<file path="config.mk">
export PLATFORM = sky130hd
export DESIGN_NAME = quadratic_probe_hash_table
export DESIGN_NICKNAME = d
export VERILOG_FILES = /design/src/rtl/qpht_pkg.sv /design/src/rtl/quadratic_probe_hash_table.sv /design/src/rtl/qpht_rem.sv /design/src/rtl/qpht_datapath.sv /design/src/rtl/qpht_ctrl.sv
export SDC_FILE = /design/constraint.sdc
export NUM_CORES = 1
export LEC_CHECK = 0
export BUFFER_PORTS_ARGS = -buffer_cell sky130_fd_sc_hd__buf_4
export CORE_MARGIN = 2
export CORE_UTILIZATION = 40
export CTS_CLUSTER_DIAMETER = 200
export DETAILED_ROUTE_END_ITERATION = 16
export GPL_TIMING_DRIVEN = 1
export MAX_ROUTING_LAYER = met4
export PLACE_DENSITY = 0.52
export SLEW_MARGIN = 10
export SYNTH_ARGS = -nofsm -noshare
export SYNTH_HDL_FRONTEND = slang
export SYNTH_SLANG_ARGS = --single-unit
</file>
<file path="constraint.sdc">
create_clock -name clk -period 9.9 [get_ports clk]
set_input_delay 0.99 -clock clk [delete_from_list [all_inputs] [get_ports clk]]
set_output_delay 0.99 -clock clk [all_outputs]
set_load 0.01 [all_outputs]
</file>
<file path="src/rtl/qpht_pkg.sv">
// Shared types, constants and codes for the quadratic probing hash table.
// Used by every module in the rtl folder; depends on nothing else.
package qpht_pkg;

    localparam int TABLE_SIZE  = 32;
    localparam int SLOT_W      = $clog2(TABLE_SIZE);
    localparam int KEY_W       = 31;
    localparam int LEN_W       = 6;
    localparam int SQ_W        = 11;
    localparam int REM_DIGIT_W = 4;
    localparam int REM_STEPS   = 8;
    localparam int REM_CNT_W   = $clog2(REM_STEPS);
    localparam int DIV_W       = REM_STEPS * REM_DIGIT_W;

    localparam logic [LEN_W-1:0] LEN_RESET = LEN_W'(20);

    localparam logic [1:0] OP_INSERT = 2'd0;
    localparam logic [1:0] OP_SEARCH = 2'd1;
    localparam logic [1:0] OP_CLEAR  = 2'd2;

    localparam logic [2:0] ST_INSERTED  = 3'd0;
    localparam logic [2:0] ST_FOUND     = 3'd1;
    localparam logic [2:0] ST_NOT_FOUND = 3'd2;
    localparam logic [2:0] ST_FULL      = 3'd3;
    localparam logic [2:0] ST_CLEARED   = 3'd4;

    typedef struct packed {
        logic [1:0]       opcode;
        logic [KEY_W-1:0] key;
    } in_t;

    typedef struct packed {
        logic [2:0]        status;
        logic [SLOT_W-1:0] slot_index;
    } out_t;

    typedef enum logic [2:0] {
        S_IDLE,
        S_MOD,
        S_PROBE,
        S_CHECK,
        S_FINISH
    } state_t;

    typedef struct packed {
        logic       load;
        logic       rem_start;
        logic       clear_all;
        logic       pos_init;
        logic       step;
        logic       wr_slot;
        logic       set_res;
        logic [2:0] res_status;
        logic       res_use_pos;
        logic       out_load;
    } ctl_cmd_t;

    typedef struct packed {
        logic [1:0] in_opcode;
        logic [1:0] opcode;
        logic       rem_done;
        logic       slot_used;
        logic       key_match;
        logic       last_stage;
        logic       out_free;
    } dp_stat_t;

endpackage

</file>
<file path="src/rtl/quadratic_probe_hash_table.sv">
// Top level of the quadratic probing hash table: controller, datapath, config register.
// Depends on qpht_pkg, qpht_ctrl and qpht_datapath.
//
//   Channel   Signals                        Direction   Payload
//   input     in_valid, in_stall, in_data    in          opcode, key
//   output    out_valid, out_stall, out_data out         status, slot_index
//   config    cfg_wr_en, cfg_wr_data         in          table_len
//
// An insert or search runs from acceptance to a loaded result through a wait on the
// four-bit-per-cycle remainder unit, then a probe and a check step for each of P probed
// slots (P is 1 to the table length; the check follows the registered key memory read),
// then a finish step. A clear or an unknown opcode goes from acceptance straight to the
// finish step. The next transaction can be accepted in the cycle after a result is loaded.
// Reset empties the table at once. A waiting result sits in the output register while
// the next transaction is processed; it only holds the finish step while out_stall is high.
module quadratic_probe_hash_table
    import qpht_pkg::*;
(
    input  logic             clk,
    input  logic             rst_n,
    input  logic             in_valid,
    output logic             in_stall,
    input  in_t              in_data,
    output logic             out_valid,
    input  logic             out_stall,
    output out_t             out_data,
    input  logic             cfg_wr_en,
    input  logic [LEN_W-1:0] cfg_wr_data
);

    logic [LEN_W-1:0] table_len_reg;
    ctl_cmd_t         cmd;
    dp_stat_t         stat;

    always_ff @(posedge clk or negedge rst_n)
    begin
        if (!rst_n)
        begin
            table_len_reg <= LEN_RESET;
        end
        else if (cfg_wr_en)
        begin
            table_len_reg <= cfg_wr_data;
        end
    end

    qpht_ctrl u_ctrl (
        .clk      (clk),
        .rst_n    (rst_n),
        .in_valid (in_valid),
        .stat     (stat),
        .in_stall (in_stall),
        .cmd      (cmd)
    );

    qpht_datapath u_datapath (
        .clk       (clk),
        .rst_n     (rst_n),
        .table_len (table_len_reg),
        .in_data   (in_data),
        .out_stall (out_stall),
        .cmd       (cmd),
        .stat      (stat),
        .out_valid (out_valid),
        .out_data  (out_data)
    );

`ifndef SYNTH
    a_busy_after_accept: assert property (@(posedge clk) disable iff (!rst_n)
        (in_valid && !in_stall) |=> in_stall)
        else $error("Input channel was not stalled after a transaction was accepted.");

    a_no_overwrite: assert property (@(posedge clk) disable iff (!rst_n)
        cmd.wr_slot |-> !stat.slot_used)
        else $error("Insert wrote into an occupied slot.");

    a_zero_slot: assert property (@(posedge clk) disable iff (!rst_n)
        (out_valid && (out_data.status == ST_NOT_FOUND || out_data.status == ST_FULL
            || out_data.status == ST_CLEARED)) |-> (out_data.slot_index == '0))
        else $error("Result without a slot carries a nonzero slot index.");
`endif

endmodule

</file>
<file path="src/rtl/qpht_rem.sv">
// Iterative remainder unit: key modulo table length, four key bits per cycle.
// Depends on qpht_pkg.
module qpht_rem
    import qpht_pkg::*;
(
    input  logic              clk,
    input  logic              rst_n,
    input  logic              start,
    input  logic [KEY_W-1:0]  dividend,
    input  logic [LEN_W-1:0]  divisor,
    output logic              done,
    output logic [SLOT_W-1:0] remainder
);

    logic [DIV_W-1:0]     shift_reg, shift_next;
    logic [SLOT_W-1:0]    rem_reg, rem_next;
    logic [REM_CNT_W-1:0] cnt_reg, cnt_next;
    logic                 busy_reg, busy_next;
    logic                 done_reg, done_next;
    logic [SLOT_W-1:0]    rem_step;

    always_comb
    begin
        logic [SLOT_W-1:0] r;
        logic [LEN_W-1:0]  t;
        r = rem_reg;
        t = '0;
        for (int i = 0; i < REM_DIGIT_W; i++)
        begin
            t = {r, shift_reg[DIV_W-1-i]};
            if (t >= divisor)
            begin
                t = t - divisor;
            end
            r = t[SLOT_W-1:0];
        end
        rem_step = r;
    end

    always_comb
    begin
        shift_next = shift_reg;
        rem_next   = rem_reg;
        cnt_next   = cnt_reg;
        busy_next  = busy_reg;
        done_next  = 1'b0;
        if (start)
        begin
            shift_next = DIV_W'(dividend);
            rem_next   = '0;
            cnt_next   = '0;
            busy_next  = 1'b1;
        end
        else if (busy_reg)
        begin
            shift_next = shift_reg << REM_DIGIT_W;
            rem_next   = rem_step;
            cnt_next   = cnt_reg + REM_CNT_W'(1);
            if (cnt_reg == REM_CNT_W'(REM_STEPS - 1))
            begin
                busy_next = 1'b0;
                done_next = 1'b1;
            end
        end
    end

    always_ff @(posedge clk or negedge rst_n)
    begin
        if (!rst_n)
        begin
            busy_reg <= 1'b0;
            done_reg <= 1'b0;
            cnt_reg  <= '0;
        end
        else
        begin
            busy_reg <= busy_next;
            done_reg <= done_next;
            cnt_reg  <= cnt_next;
        end
    end

    always_ff @(posedge clk)
    begin
        shift_reg <= shift_next;
        rem_reg   <= rem_next;
    end

    assign done      = done_reg;
    assign remainder = rem_reg;

endmodule

</file>
<file path="src/rtl/qpht_datapath.sv">
// Datapath: slot key memory, occupancy flags, probe position and result register.
// Depends on qpht_pkg and instantiates qpht_rem.
module qpht_datapath
    import qpht_pkg::*;
(
    input  logic             clk,
    input  logic             rst_n,
    input  logic [LEN_W-1:0] table_len,
    input  in_t              in_data,
    input  logic             out_stall,
    input  ctl_cmd_t         cmd,
    output dp_stat_t         stat,
    output logic             out_valid,
    output out_t             out_data
);

    logic [KEY_W-1:0]      key_mem [TABLE_SIZE];
    logic [KEY_W-1:0]      rd_key_reg;
    logic [TABLE_SIZE-1:0] used_reg, used_next;
    logic [KEY_W-1:0]      key_reg;
    logic [1:0]            opcode_reg;
    logic [SLOT_W-1:0]     pos_reg, pos_next;
    logic [LEN_W-1:0]      stage_reg, stage_next;
    logic [SQ_W-1:0]       sq_reg, sq_next;
    logic [2:0]            res_status_reg;
    logic [SLOT_W-1:0]     res_slot_reg;
    logic                  out_valid_reg, out_valid_next;
    out_t                  out_data_reg;
    logic [LEN_W-1:0]      eff_len;
    logic [SQ_W-1:0]       pos_sum;
    logic                  rem_done;
    logic [SLOT_W-1:0]     rem_value;

    always_comb
    begin
        if (table_len == '0)
        begin
            eff_len = LEN_W'(1);
        end
        else if (table_len > LEN_W'(TABLE_SIZE))
        begin
            eff_len = LEN_W'(TABLE_SIZE);
        end
        else
        begin
            eff_len = table_len;
        end
    end

    qpht_rem u_rem (
        .clk       (clk),
        .rst_n     (rst_n),
        .start     (cmd.rem_start),
        .dividend  (in_data.key),
        .divisor   (eff_len),
        .done      (rem_done),
        .remainder (rem_value)
    );

    assign pos_sum = SQ_W'(pos_reg) + sq_reg;

    always_comb
    begin
        pos_next   = pos_reg;
        stage_next = stage_reg;
        sq_next    = sq_reg;
        if (cmd.pos_init)
        begin
            pos_next   = rem_value;
            stage_next = LEN_W'(1);
            sq_next    = SQ_W'(1);
        end
        else if (cmd.step)
        begin
            if (pos_sum >= SQ_W'(eff_len))
            begin
                pos_next = '0;
            end
            else
            begin
                pos_next = pos_sum[SLOT_W-1:0];
            end
            stage_next = stage_reg + LEN_W'(1);
            sq_next    = sq_reg + SQ_W'({stage_reg, 1'b1});
        end
    end

    always_comb
    begin
        used_next = used_reg;
        if (cmd.clear_all)
        begin
            used_next = '0;
        end
        else if (cmd.wr_slot)
        begin
            used_next[pos_reg] = 1'b1;
        end
    end

    always_comb
    begin
        out_valid_next = out_valid_reg;
        if (cmd.out_load)
        begin
            out_valid_next = 1'b1;
        end
        else if (!out_stall)
        begin
            out_valid_next = 1'b0;
        end
    end

    always_ff @(posedge clk or negedge rst_n)
    begin
        if (!rst_n)
        begin
            used_reg      <= '0;
            out_valid_reg <= 1'b0;
        end
        else
        begin
            used_reg      <= used_next;
            out_valid_reg <= out_valid_next;
        end
    end

    always_ff @(posedge clk)
    begin
        if (cmd.wr_slot)
        begin
            key_mem[pos_reg] <= key_reg;
        end
        rd_key_reg <= key_mem[pos_reg];
    end

    always_ff @(posedge clk)
    begin
        pos_reg   <= pos_next;
        stage_reg <= stage_next;
        sq_reg    <= sq_next;
        if (cmd.load)
        begin
            key_reg    <= in_data.key;
            opcode_reg <= in_data.opcode;
        end
        if (cmd.set_res)
        begin
            res_status_reg <= cmd.res_status;
            res_slot_reg   <= cmd.res_use_pos ? pos_reg : '0;
        end
        if (cmd.out_load)
        begin
            out_data_reg.status     <= res_status_reg;
            out_data_reg.slot_index <= res_slot_reg;
        end
    end

    assign stat.in_opcode  = in_data.opcode;
    assign stat.opcode     = opcode_reg;
    assign stat.rem_done   = rem_done;
    assign stat.slot_used  = used_reg[pos_reg];
    assign stat.key_match  = (rd_key_reg == key_reg);
    assign stat.last_stage = (stage_reg == eff_len);
    assign stat.out_free   = !out_valid_reg || !out_stall;

    assign out_valid = out_valid_reg;
    assign out_data  = out_data_reg;

endmodule

</file>
<file path="src/rtl/qpht_ctrl.sv">
// Controller state machine that sequences remainder, probing and result hand-off.
// Depends on qpht_pkg.
module qpht_ctrl
    import qpht_pkg::*;
(
    input  logic     clk,
    input  logic     rst_n,
    input  logic     in_valid,
    input  dp_stat_t stat,
    output logic     in_stall,
    output ctl_cmd_t cmd
);

    state_t state_reg, state_next;

    always_ff @(posedge clk or negedge rst_n)
    begin
        if (!rst_n)
        begin
            state_reg <= S_IDLE;
        end
        else
        begin
            state_reg <= state_next;
        end
    end

    always_comb
    begin
        state_next = state_reg;
        case (state_reg)
            S_IDLE:
            begin
                if (in_valid)
                begin
                    if (stat.in_opcode inside {OP_INSERT, OP_SEARCH})
                    begin
                        state_next = S_MOD;
                    end
                    else
                    begin
                        state_next = S_FINISH;
                    end
                end
            end
            S_MOD:
            begin
                if (stat.rem_done)
                begin
                    state_next = S_PROBE;
                end
            end
            S_PROBE:
            begin
                state_next = S_CHECK;
            end
            S_CHECK:
            begin
                if (!stat.slot_used || stat.last_stage)
                begin
                    state_next = S_FINISH;
                end
                else if (stat.opcode == OP_SEARCH && stat.key_match)
                begin
                    state_next = S_FINISH;
                end
                else
                begin
                    state_next = S_PROBE;
                end
            end
            S_FINISH:
            begin
                if (stat.out_free)
                begin
                    state_next = S_IDLE;
                end
            end
            default:
            begin
                state_next = S_IDLE;
            end
        endcase
    end

    always_comb
    begin
        cmd      = '0;
        in_stall = 1'b1;
        case (state_reg)
            S_IDLE:
            begin
                in_stall = 1'b0;
                if (in_valid)
                begin
                    cmd.load = 1'b1;
                    case (stat.in_opcode)
                        OP_INSERT, OP_SEARCH:
                        begin
                            cmd.rem_start = 1'b1;
                        end
                        OP_CLEAR:
                        begin
                            cmd.clear_all  = 1'b1;
                            cmd.set_res    = 1'b1;
                            cmd.res_status = ST_CLEARED;
                        end
                        default:
                        begin
                            cmd.set_res    = 1'b1;
                            cmd.res_status = ST_NOT_FOUND;
                        end
                    endcase
                end
            end
            S_MOD:
            begin
                cmd.pos_init = stat.rem_done;
            end
            S_CHECK:
            begin
                if (stat.opcode == OP_INSERT)
                begin
                    if (!stat.slot_used)
                    begin
                        cmd.wr_slot     = 1'b1;
                        cmd.set_res     = 1'b1;
                        cmd.res_status  = ST_INSERTED;
                        cmd.res_use_pos = 1'b1;
                    end
                    else if (stat.last_stage)
                    begin
                        cmd.set_res    = 1'b1;
                        cmd.res_status = ST_FULL;
                    end
                    else
                    begin
                        cmd.step = 1'b1;
                    end
                end
                else
                begin
                    if (!stat.slot_used)
                    begin
                        cmd.set_res    = 1'b1;
                        cmd.res_status = ST_NOT_FOUND;
                    end
                    else if (stat.key_match)
                    begin
                        cmd.set_res     = 1'b1;
                        cmd.res_status  = ST_FOUND;
                        cmd.res_use_pos = 1'b1;
                    end
                    else if (stat.last_stage)
                    begin
                        cmd.set_res    = 1'b1;
                        cmd.res_status = ST_NOT_FOUND;
                    end
                    else
                    begin
                        cmd.step = 1'b1;
                    end
                end
            end
            S_FINISH:
            begin
                cmd.out_load = stat.out_free;
            end
            default:
            begin
                cmd = '0;
            end
        endcase
    end

endmodule
</file>
==> impl_results.md, run 1 <==
- Status: finished, final reports clean
- Share of cells above drive strength 1: 24.0%
- Slew Limit Fails: 0
- WHS: ~300 ps
- Chip Width: 343 microns
- Data arrival, critical path: about 9000 ps
- Remaining DRCs: 0
- RSZ-0062 raised after global routing: false
- Post-CTS Hold Fix Bufs: 0
- Final worst path period need: roughly 8500 ps
- Cts bufs inserted: 120
- Syn_nets: about 2500
- Critical path fanouts, max: 9
- Final period util: 85.7%
- Combinational Power Share: 21.9%
- Max-cap viol count: 0
- Fillers: between 9000 and 10000
- Hpwl dp: roughly 61000 microns
- Final setup vio count: 0
- # clock sinks: 1178
- Nets: around 2600
- Power share of the sequential group: approximately 46%
- Synthesized area per cell: ~20 sq um
- CP peak stage delay: between 500 and 600 ps
- Synth unique cells: 74
- First-pass DRT Iterations: 5
- Largest net degree at the start of global routing: roughly 150
- H-tree depth: 3
- Setup crit start: table_len_reg[3]
- Ports: 54
- Internal power: 9900 uW
- Total Neg Setup Slack: 0 ps
- Rows: 124
- Gate Count Post-Synth: between 2000 and 2500
- NetSw: just over 4000 uW
- CTS max path bufs: 3
- CP max-delay cell: or4_1
- First-pass GRT wire length: roughly 180000 microns
- Worst Path Required: 10450 ps
- Clk pwr share: 32.5%
- Post-synthesis sequential area ratio: 75.1%
- Slew margin rel.: 22.3%
- Via density per instance: 5.77
- Worst-Skew Late Latency: 700 ps
- Net Sw Frac: between 20 and 30%
- Worst Setup End Kind: register
- Pleak: 0.0172 uW
- Max FFs per register: about 990
- Crit Path Category: reg -> reg
- Total gr overflow: 0
- FF-to-FF setup slack: 1420 ps
- HP Class: in -> async
- Final wirelength: 123000 microns
- Worst r2r src: table_len_reg[3]
- Reg area: ~35000 sq um
- Clock transition at the registers of the reported paths: 60 ps
- Area Growth Syn to Fin: 14.2%
- Die H: around 340 microns
- Placer congestion estimate: a little under 0.8
- Yosys synthesis warning count: 0
- Die Footprint: roughly 120000 sq um
- Initial Util: between 40% and 50%
- Synthesis-stage register bit count: 1178
- PortBufs: between 50 and 60
- Vias in the first global route: ~24000
- Clk_skew: about 18 ps
- R2R Path End: u_datapath.u_rem.remainder[2]
- DR WL/cell: 30.0 microns
- Reg2reg path depth: 31
- CP most frequent cell: nor2_1
- EDFF count, synth: roughly 1100
- Async SR Flop Fraction: around 4.0%
- Post CTS Setup Buffer Count: 0
- Worst-Margin Slew: approximately 1200 ps
- Multi-input logic area: ~11000 sq um
- Core area: roughly 110000 sq um
- Final antenna-violating net count: 0
- GRT Overall Usage: 21.7%
- Highest clock rate: approximately 120 MHz
- Initial antenna violation count: 1
- Critical Path Sink: u_datapath.u_rem.remainder[2]
- PD cells: between 200 and 300 nW/um^2
- Synth Flop Type: edfxtp_1
- Root buffer cell: clkbuf_16
- Vias: approximately 24000
- Critical Path Source Type: register
- Hold Vio Cnt, Final: 0
- Peak supply drop: around 0.42 mV
- CTS resizes: 0
- CTS tree: done
- Starting DRT DRC Count: 2397
- Synth Cell Area: around 46000 sq um
[how the worst min path moves through the flow]
stage / startpoint / end / slack, ps / depth (start not counted)
floorplan: u_datapath.res_slot_reg[0] / u_datapath.out_data[0] / 400 / 0
global placement: u_datapath.res_status_reg[0] / u_datapath.out_data[5] / 410 / 0
detailed placement: u_datapath.res_status_reg[0] / u_datapath.out_data[5] / 410 / 0
CTS: rst_n / table_len_reg[0] / 290 / 1
global route: rst_n / table_len_reg[5] / 330 / 1
finish: rst_n / table_len_reg[5] / 300 / 1
[routing by layer]
metal | share of wire [%] | track usage [%] | vias up
li1 | - | - | 9945
met1 | 43 | 29.3 | 12871
met2 | 50 | 35.6 | 769
met3 | 5.2 | 2.33 | 165
met4 | 1.9 | 5.21 | 0
met5 | 0 | - | -
[final cells by class]
cell class / count / area share [%]
Inverter: 36 / 0.257
Clock inverter: 58 / 1.23
Timing Repair Buffer: 119 / 1.74
Multi-Input combinational cell: 1044 / 21.2
Tap cell: 1512 / 3.59
Antenna cell: 1 / 0.00475
Sequential cell: 1178 / 65.7
Clock buffer: 166 / 6.23
[cells in the mapped netlist (5+ instances only)]
cell type     n  area, sq um
fa_1          6          120
buf_2        20          100
and3_1       14         87.6
ha_1         44          551
o21ai_1       5         25.0
and2_1        7         43.8
a21oi_1      29          145
a31o_2        5         43.8
buf_1        19         71.3
inv_1        35          131
a31oi_1      10         62.6
a21o_1       10         75.1
clkbuf_1     71          267
a211oi_1      5         37.5
o31ai_1      10         75.1
nand2_1     166          623
mux4_2      252         5680
nor4_1        5         31.3
a22oi_1     122          916
nor3_1       10         50.1
nand4_1      37          231
xnor2_1      26          228
mux2i_1      16          160
mux2_2       12          135
nor2b_1      12         75.1
nand3_1      20          100
o21a_1        7         52.6
nor2_1       73          274
dfrtp_1      45         1130
edfxtp_1   1077        32300
xor2_1       27          236
o21ai_0      56          280
dfxtp_1      54         1080
[worst max-delay path: cells and delay by family, from the launching register on]
family                   cells  cell delay (ps)
multiplexers                 1              410
buffers and inverters        1               70
flip-flops                   1              430
AO/OA/AOI/OAI               13             3000
adder cells (fa/ha/maj)      5             1860
AND/OR/NAND/NOR             11             2540
[placed cells by master, fill, tap and decap left out, types with 29 or more instances in the layout]
| master | instances |
|---|---|
| clkbuf_1 | 38 |
| nand2_1 | 164 |
| dfrtp_1 | 45 |
| inv_1 | 35 |
| a21oi_1 | 29 |
| buf_4 | 117 |
| o21ai_0 | 56 |
| clkinv_2 | 29 |
| ha_1 | 44 |
| nor2_1 | 40 |
| nand4_1 | 37 |
| a22oi_1 | 122 |
| mux4_2 | 252 |
| edfxtp_1 | 1077 |
| dfxtp_1 | 54 |
| nor2_4 | 33 |
| clkbuf_16 | 122 |
[power groups by stage]
| stage | Combinational [uW] | Sequential, uW | Clock [uW] |
|---|---|---|---|
| 3_5_place_dp | 3000 | 6450 | 0 |
| 5_1_grt | 3370 | 6400 | 4780 |
| 3_3_place_gp | 2860 | 6420 | 0 |
| 6_report | 3050 | 6350 | 4520 |
| 4_1_cts | 3020 | 6350 | 4600 |
| 2_1_floorplan | 2180 | 6330 | 0 |
[stage by stage]
stage	cells	setup slack, ps	power, uW	utilization [%]	area [sq um]
6_report	4114	1420	13900	46.0	52600
5_1_grt	4113	859	14600	46.0	52600
4_1_cts	4113	1590	14000	46.0	52600
3_5_place_dp	3889	1610	9450	42.6	48700
3_3_place_gp	3889	2020	9280	42.6	48700
2_1_floorplan	2372	2910	8510	-	46100
[cell families (layout without fill, tap and decap cells)]
family,after synthesis,in the layout,synth area share (%)
DFF,1178,1178,75.1
other,0,1,0
buffers and inverters,150,379,1.32
AOI/OAI and AO/OA,286,286,4.31
and+or+nand+nor,374,374,3.80
muxes,281,281,13.0
xor gates and xnor gates,53,53,1.01
adders and majority gates,50,50,1.46
Note: power is estimated with default switching activity, not from simulation.
==> inputs of run 2 (changes only) <==
CORE_UTILIZATION = 52   (was 40)
PLACE_DENSITY = 0.65   (was 0.52)
==> impl_results.md, run 2 (synthesis results as in run 1) <==
- Status: finished, final reports clean
- Core area: between 80000 and 90000 sq um
- Chip Width: between 300 and 400 microns
- # clock sinks: about 1200
- Most frequent cells in the layout: edfxtp_1 (1077), mux4_2 (252), nand2_1 (164)
- Worst-Margin Slew: around 1100 ps
- Post-CTS Hold Fix Bufs: 0
- RSZ-0062 raised after global routing: false
- Pleak: between 0.015 and 0.02 uW
- HP Class: in -> async
- Final setup vio count: 0
- Final antenna-violating net count: 0
- Die H: roughly 300 microns
- Via density per instance: between 6 and 7
- Highest clock rate: roughly 120 MHz
- Total gr overflow: 0
- PD cells: roughly 260 nW/um^2
- Total inserted antenna cells: 0
- Slew margin rel.: 24.1%
- Max-cap viol count: 0
- Critical Path Source Type: register
- Nets: approximately 2600
- CTS resizes: 0
- Max FFs per register: approximately 990
- Placer congestion estimate: 0.765
- Final WS setup: between 1500 and 2000 ps
- Slew Limit Fails: 0
- Worst-Skew Late Latency: about 700 ps
- Share of cells above drive strength 1: between 20% and 30%
- Rows: between 100 and 150
- Tot Pwr: 13700 uW
- Vias in the first global route: between 20000 and 25000
- Initial Util: 52.3%
- Fillers: roughly 6400
- Total Neg Setup Slack: 0 ps
- Root buffer cell: clkbuf_16
- Peak supply drop: 0.525 mV
- Setup crit start: table_len_reg[1]
- Reg2reg path depth: 30
- Cts bufs inserted: around 120
- Final worst path period need: roughly 8400 ps
- Starting DRT DRC Count: ~2900
- CTS tree: done
- Final period util: 84.6%
- CTS max path bufs: 3
- First-pass GRT wire length: approximately 170000 microns
- Ports: 54
- First-pass DRT Iterations: 5
- Critical path fanouts, max: 9
- Data arrival, critical path: 8930 ps
- Die Footprint: 91000 sq um
- Vias: 23640
- Commonest non-fill, non-tap cell in the layout: edfxtp_1
- Worst r2r src: table_len_reg[1]
- Post CTS Setup Buffer Count: 0
- DR WL/cell: about 31 microns
- Hold Vio Cnt, Final: 0
- Final wirelength: roughly 120000 microns
- Clk_skew: around 34 ps
- Remaining DRCs: 0
- PortBufs: between 50 and 60
- Crit Path Category: reg -> reg
- Worst Setup End Kind: register
- Multi-input logic area: between 10000 and 15000 sq um
- Reg area: 34600 sq um
- Hpwl dp: 58100 microns
- CP max-delay cell: or4b_2
- Area Growth Syn to Fin: 13.1%
- Initial antenna violation count: 0
- GRT Overall Usage: between 20% and 30%
- Worst Path Required: roughly 10000 ps
- CP peak stage delay: between 600 and 700 ps
- CP most frequent cell: nor2_1
- H-tree depth: 3
- Largest net degree at the start of global routing: ~140
- DP Worst Slack: around 1500 ps
- Clock transition at the registers of the reported paths: 60 ps
run 2: changes by cell type in the layout (fill, tap and decap cells not counted), moves of 2 or more:
| cell | previous run | this run |
|---|---|---|
| clkbuf_1 | 38 | 28 |
| clkbuf_8 | 6 | 15 |
| clkinv_2 | 29 | 21 |
| clkinv_1 | 8 | 15 |
| bufinv_16 | 13 | 9 |
| clkinvlp_4 | 2 | 6 |
| clkbuf_16 | 122 | 119 |
| clkinv_4 | 3 | 0 |
| inv_16 | 0 | 2 |
run 2: critical path: cells and delay by family (launching register included):
kind                     cells  cell delay [ps]
AND/OR/NAND/NOR             12             3180
AO/OA/AOI/OAI               12             2790
adder cells (fa/ha/maj)      5             1800
flip-flops                   1              430
buffers and inverters        1               60
run 2: final timing paths:
check / end / slack, ps
min in group clk: u_datapath.out_data[7] / 420
setup / recovery: u_datapath.u_rem.remainder[2] / 1520
max in group asynchronous: u_datapath.u_rem.busy_reg / 9130
setup reg to reg: u_datapath.u_rem.remainder[2] / 1520
hold reg to reg: u_datapath.out_data[7] / 420
hold / removal: u_datapath.u_rem.done / 330
run 2: layout make-up:
| type | count | area share, % |
|---|---|---|
| inverter | 36 | 0.259 |
| multi-input combinational | 1044 | 21.4 |
| tap | 1165 | 2.80 |
| clock inverter | 54 | 1.02 |
| timing repair buffer | 120 | 1.78 |
| clock buffer | 162 | 6.31 |
| sequential | 1178 | 66.4 |
run 2: metrics by stage:
stage | cell area (sq um) | hold slack [ps] | instances | utilization (%)
final | 52100 | 327 | 3759 | 59.1
after global routing | 52100 | 357 | 3759 | 59.1
after CTS | 52100 | 320 | 3759 | 59.1
after detailed placement | 48300 | 405 | 3543 | 54.8
after global placement | 48300 | 407 | 3543 | 54.8
after floorplan | 46100 | 400 | 2372 | -
run 2: power by group:
part | internal (uW) | switching (uW) | total (uW)
Clock | 2550 | 1840 | 4390
Sequential | 6000 | 349 | 6350
Combinational | 1250 | 1730 | 2970
run 2: metal layers:
metal  routed length [microns]  global-route usage, %  up-vias
li1                          -                      -     9942
met1                     46000                   35.5    12546
met2                     59600                   44.4      982
met3                      8450                   4.28      170
met4                      2750                   6.68        0
met5                         0                      -        -
==> inputs of run 3 (changes only) <==
PLACE_DENSITY = 0.67   (was 0.65)
clock period = 7.17 ns   (was 9.9 ns; I/O delays follow)
==> impl_results.md, run 3 (synthesis results as in run 1) <==
- Critical Path Source Type: register
- Hold Vio Cnt, Final: 0
- Post-Layout Cell Count: roughly 3800
- Final wirelength: 115000 microns
- PD cells: roughly 370 nW/um^2
- Max-cap viol count: 0
- Fillers: between 6000 and 7000
- Highest clock rate: approximately 150 MHz
- Critical path fanouts, max: 5
- Total inserted antenna cells: 0
- Crit path max-delay family: simple AND/OR/NAND/NOR gates
- Pleak: ~0.017 uW
- Initial antenna violation count: 0
- Core area: roughly 88000 sq um
- Share of cells above drive strength 1: ~26%
- CTS max path bufs: 3
- Final setup vio count: 0
- Worst-Skew Late Latency: around 700 ps
- Setup crit start: table_len_reg[1]
- Cts bufs inserted: between 100 and 150
- Via density per instance: 6.34
- Peak supply drop: about 0.34 mV
- Ports: 54
- Area Growth Syn to Fin: 13.9%
- Critical Path Sink: u_datapath.u_rem.remainder[2]
- Vias in the first global route: between 20000 and 25000
- Most frequent cells in the layout: edfxtp_1 (1077), mux4_2 (252), nand2_1 (164)
- Placed Instances: 3567
- Vias: 23948
- Die Footprint: a little over 90000 sq um
- Worst-Margin Slew: roughly 1100 ps
- Max FFs per register: between 900 and 1000
- Worst path depth: 33
- H-tree depth: 3
- Status: finished, final reports clean
- Reg2reg path depth: 33
- Initial Util: a little over half
- First-pass DRT Iterations: 5
- Die H: 302 microns
- HP Class: in -> async
- # clock sinks: about 1200
- Data arrival, critical path: approximately 7300 ps
- Final antenna-violating net count: 0
- CTS tree: done
- Crit path buffers/inverters: 4
- Remaining DRCs: 0
- CP peak stage delay: between 500 and 600 ps
- DP Area: roughly 48000 sq um
- Root buffer cell: clkbuf_16
- Chip Width: a little over 300 microns
- Worst r2r src: table_len_reg[1]
- DR WL/cell: about 31 microns
- Placer congestion estimate: between 0.7 and 0.8
- Slew Limit Fails: 0
- Post-CTS Hold Fix Bufs: 0
- Commonest non-fill, non-tap cell in the layout: edfxtp_1
- Worst Path Required: 7720 ps
- Final worst path period need: 6760 ps
- Hpwl dp: between 60000 and 70000 microns
- R2R Path End: u_datapath.u_rem.remainder[2]
- Final period util: 94.3%
- Crit Path Category: reg -> reg
- Starting DRT DRC Count: between 2000 and 3000
- Rows: roughly 110
- Nets: ~2600
- PortBufs: 53
- Clk_skew: 41.1 ps
- WHS: roughly 37 ps
- Clock transition at the registers of the reported paths: about 60 ps
- Worst Setup End Kind: register
- Slew margin rel.: approximately a quarter
- CP max-delay cell: or4_4
- First-pass GRT wire length: about 170000 microns
- GRT Overall Usage: about a quarter
- Total Neg Setup Slack: 0 ps
- Post-route design area: around 52000 sq um
- FF-to-FF setup slack: between 400 and 500 ps
- Total gr overflow: 0
- Largest net degree at the start of global routing: approximately 140
## run 3: cell type report
type / count / area [sq um] / share of cell area, %
clock buffers: 151 / 3110 / 5.93
inverters: 36 / 135 / 0.258
multi-input cells: 1044 / 11300 / 21.6
clock inverters: 57 / 676 / 1.29
repair buffers: 148 / 1150 / 2.18
well taps: 1165 / 1460 / 2.78
flip-flops and latches: 1178 / 34600 / 66.0
## run 3: how the worst min path moves through the flow
| stage | start | to | slack [ps] | cells past startpoint |
|---|---|---|---|---|
| 2_1_floorplan | u_datapath.res_slot_reg[0] | u_datapath.out_data[0] | 400 | 0 |
| 3_3_place_gp | u_datapath.res_status_reg[1] | u_datapath.out_data[6] | 400 | 0 |
| 4_1_cts | rst_n | u_datapath.used_reg[21] | 30 | 1 |
| 3_5_place_dp | u_datapath.res_slot_reg[0] | u_datapath.out_data[0] | 410 | 0 |
| 6_report | rst_n | u_datapath.used_reg[21] | 40 | 1 |
| 5_1_grt | rst_n | u_datapath.used_reg[21] | 60 | 1 |
## run 3: where the power goes
part	internal [uW]	total (uW)	switching, uW
sequential	8280	8730	446
combinational	2150	4830	2680
clock	3520	6030	2510
## run 3: per-stage QoR
| step | total power, uW | setup slack, ps | util (%) |
|---|---|---|---|
| after floorplan | 11700 | 178 | - |
| after global placement | 13100 | -45.4 | 55.0 |
| after detailed placement | 13100 | -54.2 | 55.0 |
| after CTS | 19200 | 15.6 | 59.3 |
| after global routing | 20500 | -11.1 | 59.5 |
| final | 19600 | 411 | 59.5 |
## run 3: worst register-to-register path: cells and delay by family, from the launching register on
family,cells,cell delay [ps]
and+or+nand+nor,12,2340
AOI/OAI and AO/OA,12,2080
buffers and inverters,4,450
DFF,1,400
adders and majority gates,5,1370
## run 3: metal layers
layer / track usage, % / vias to the layer above / wire [microns]
li1: - / 10001 / -
met1: 35.9 / 12710 / 46200
met2: 43.1 / 1049 / 58200
met3: 3.83 / 188 / 8640
met4: 6.14 / 0 / 2390
met5: - / - / 0
## run 3: repair_timing
| item | in CTS | in global routing |
|---|---|---|
| cloned | 0 | 1 |
| setup endpoints to repair | 5 | 5 |
| buffers inserted | 0 | 3 |
| gates resized for setup | 2 | 34 |
| pin swaps | 0 | 11 |
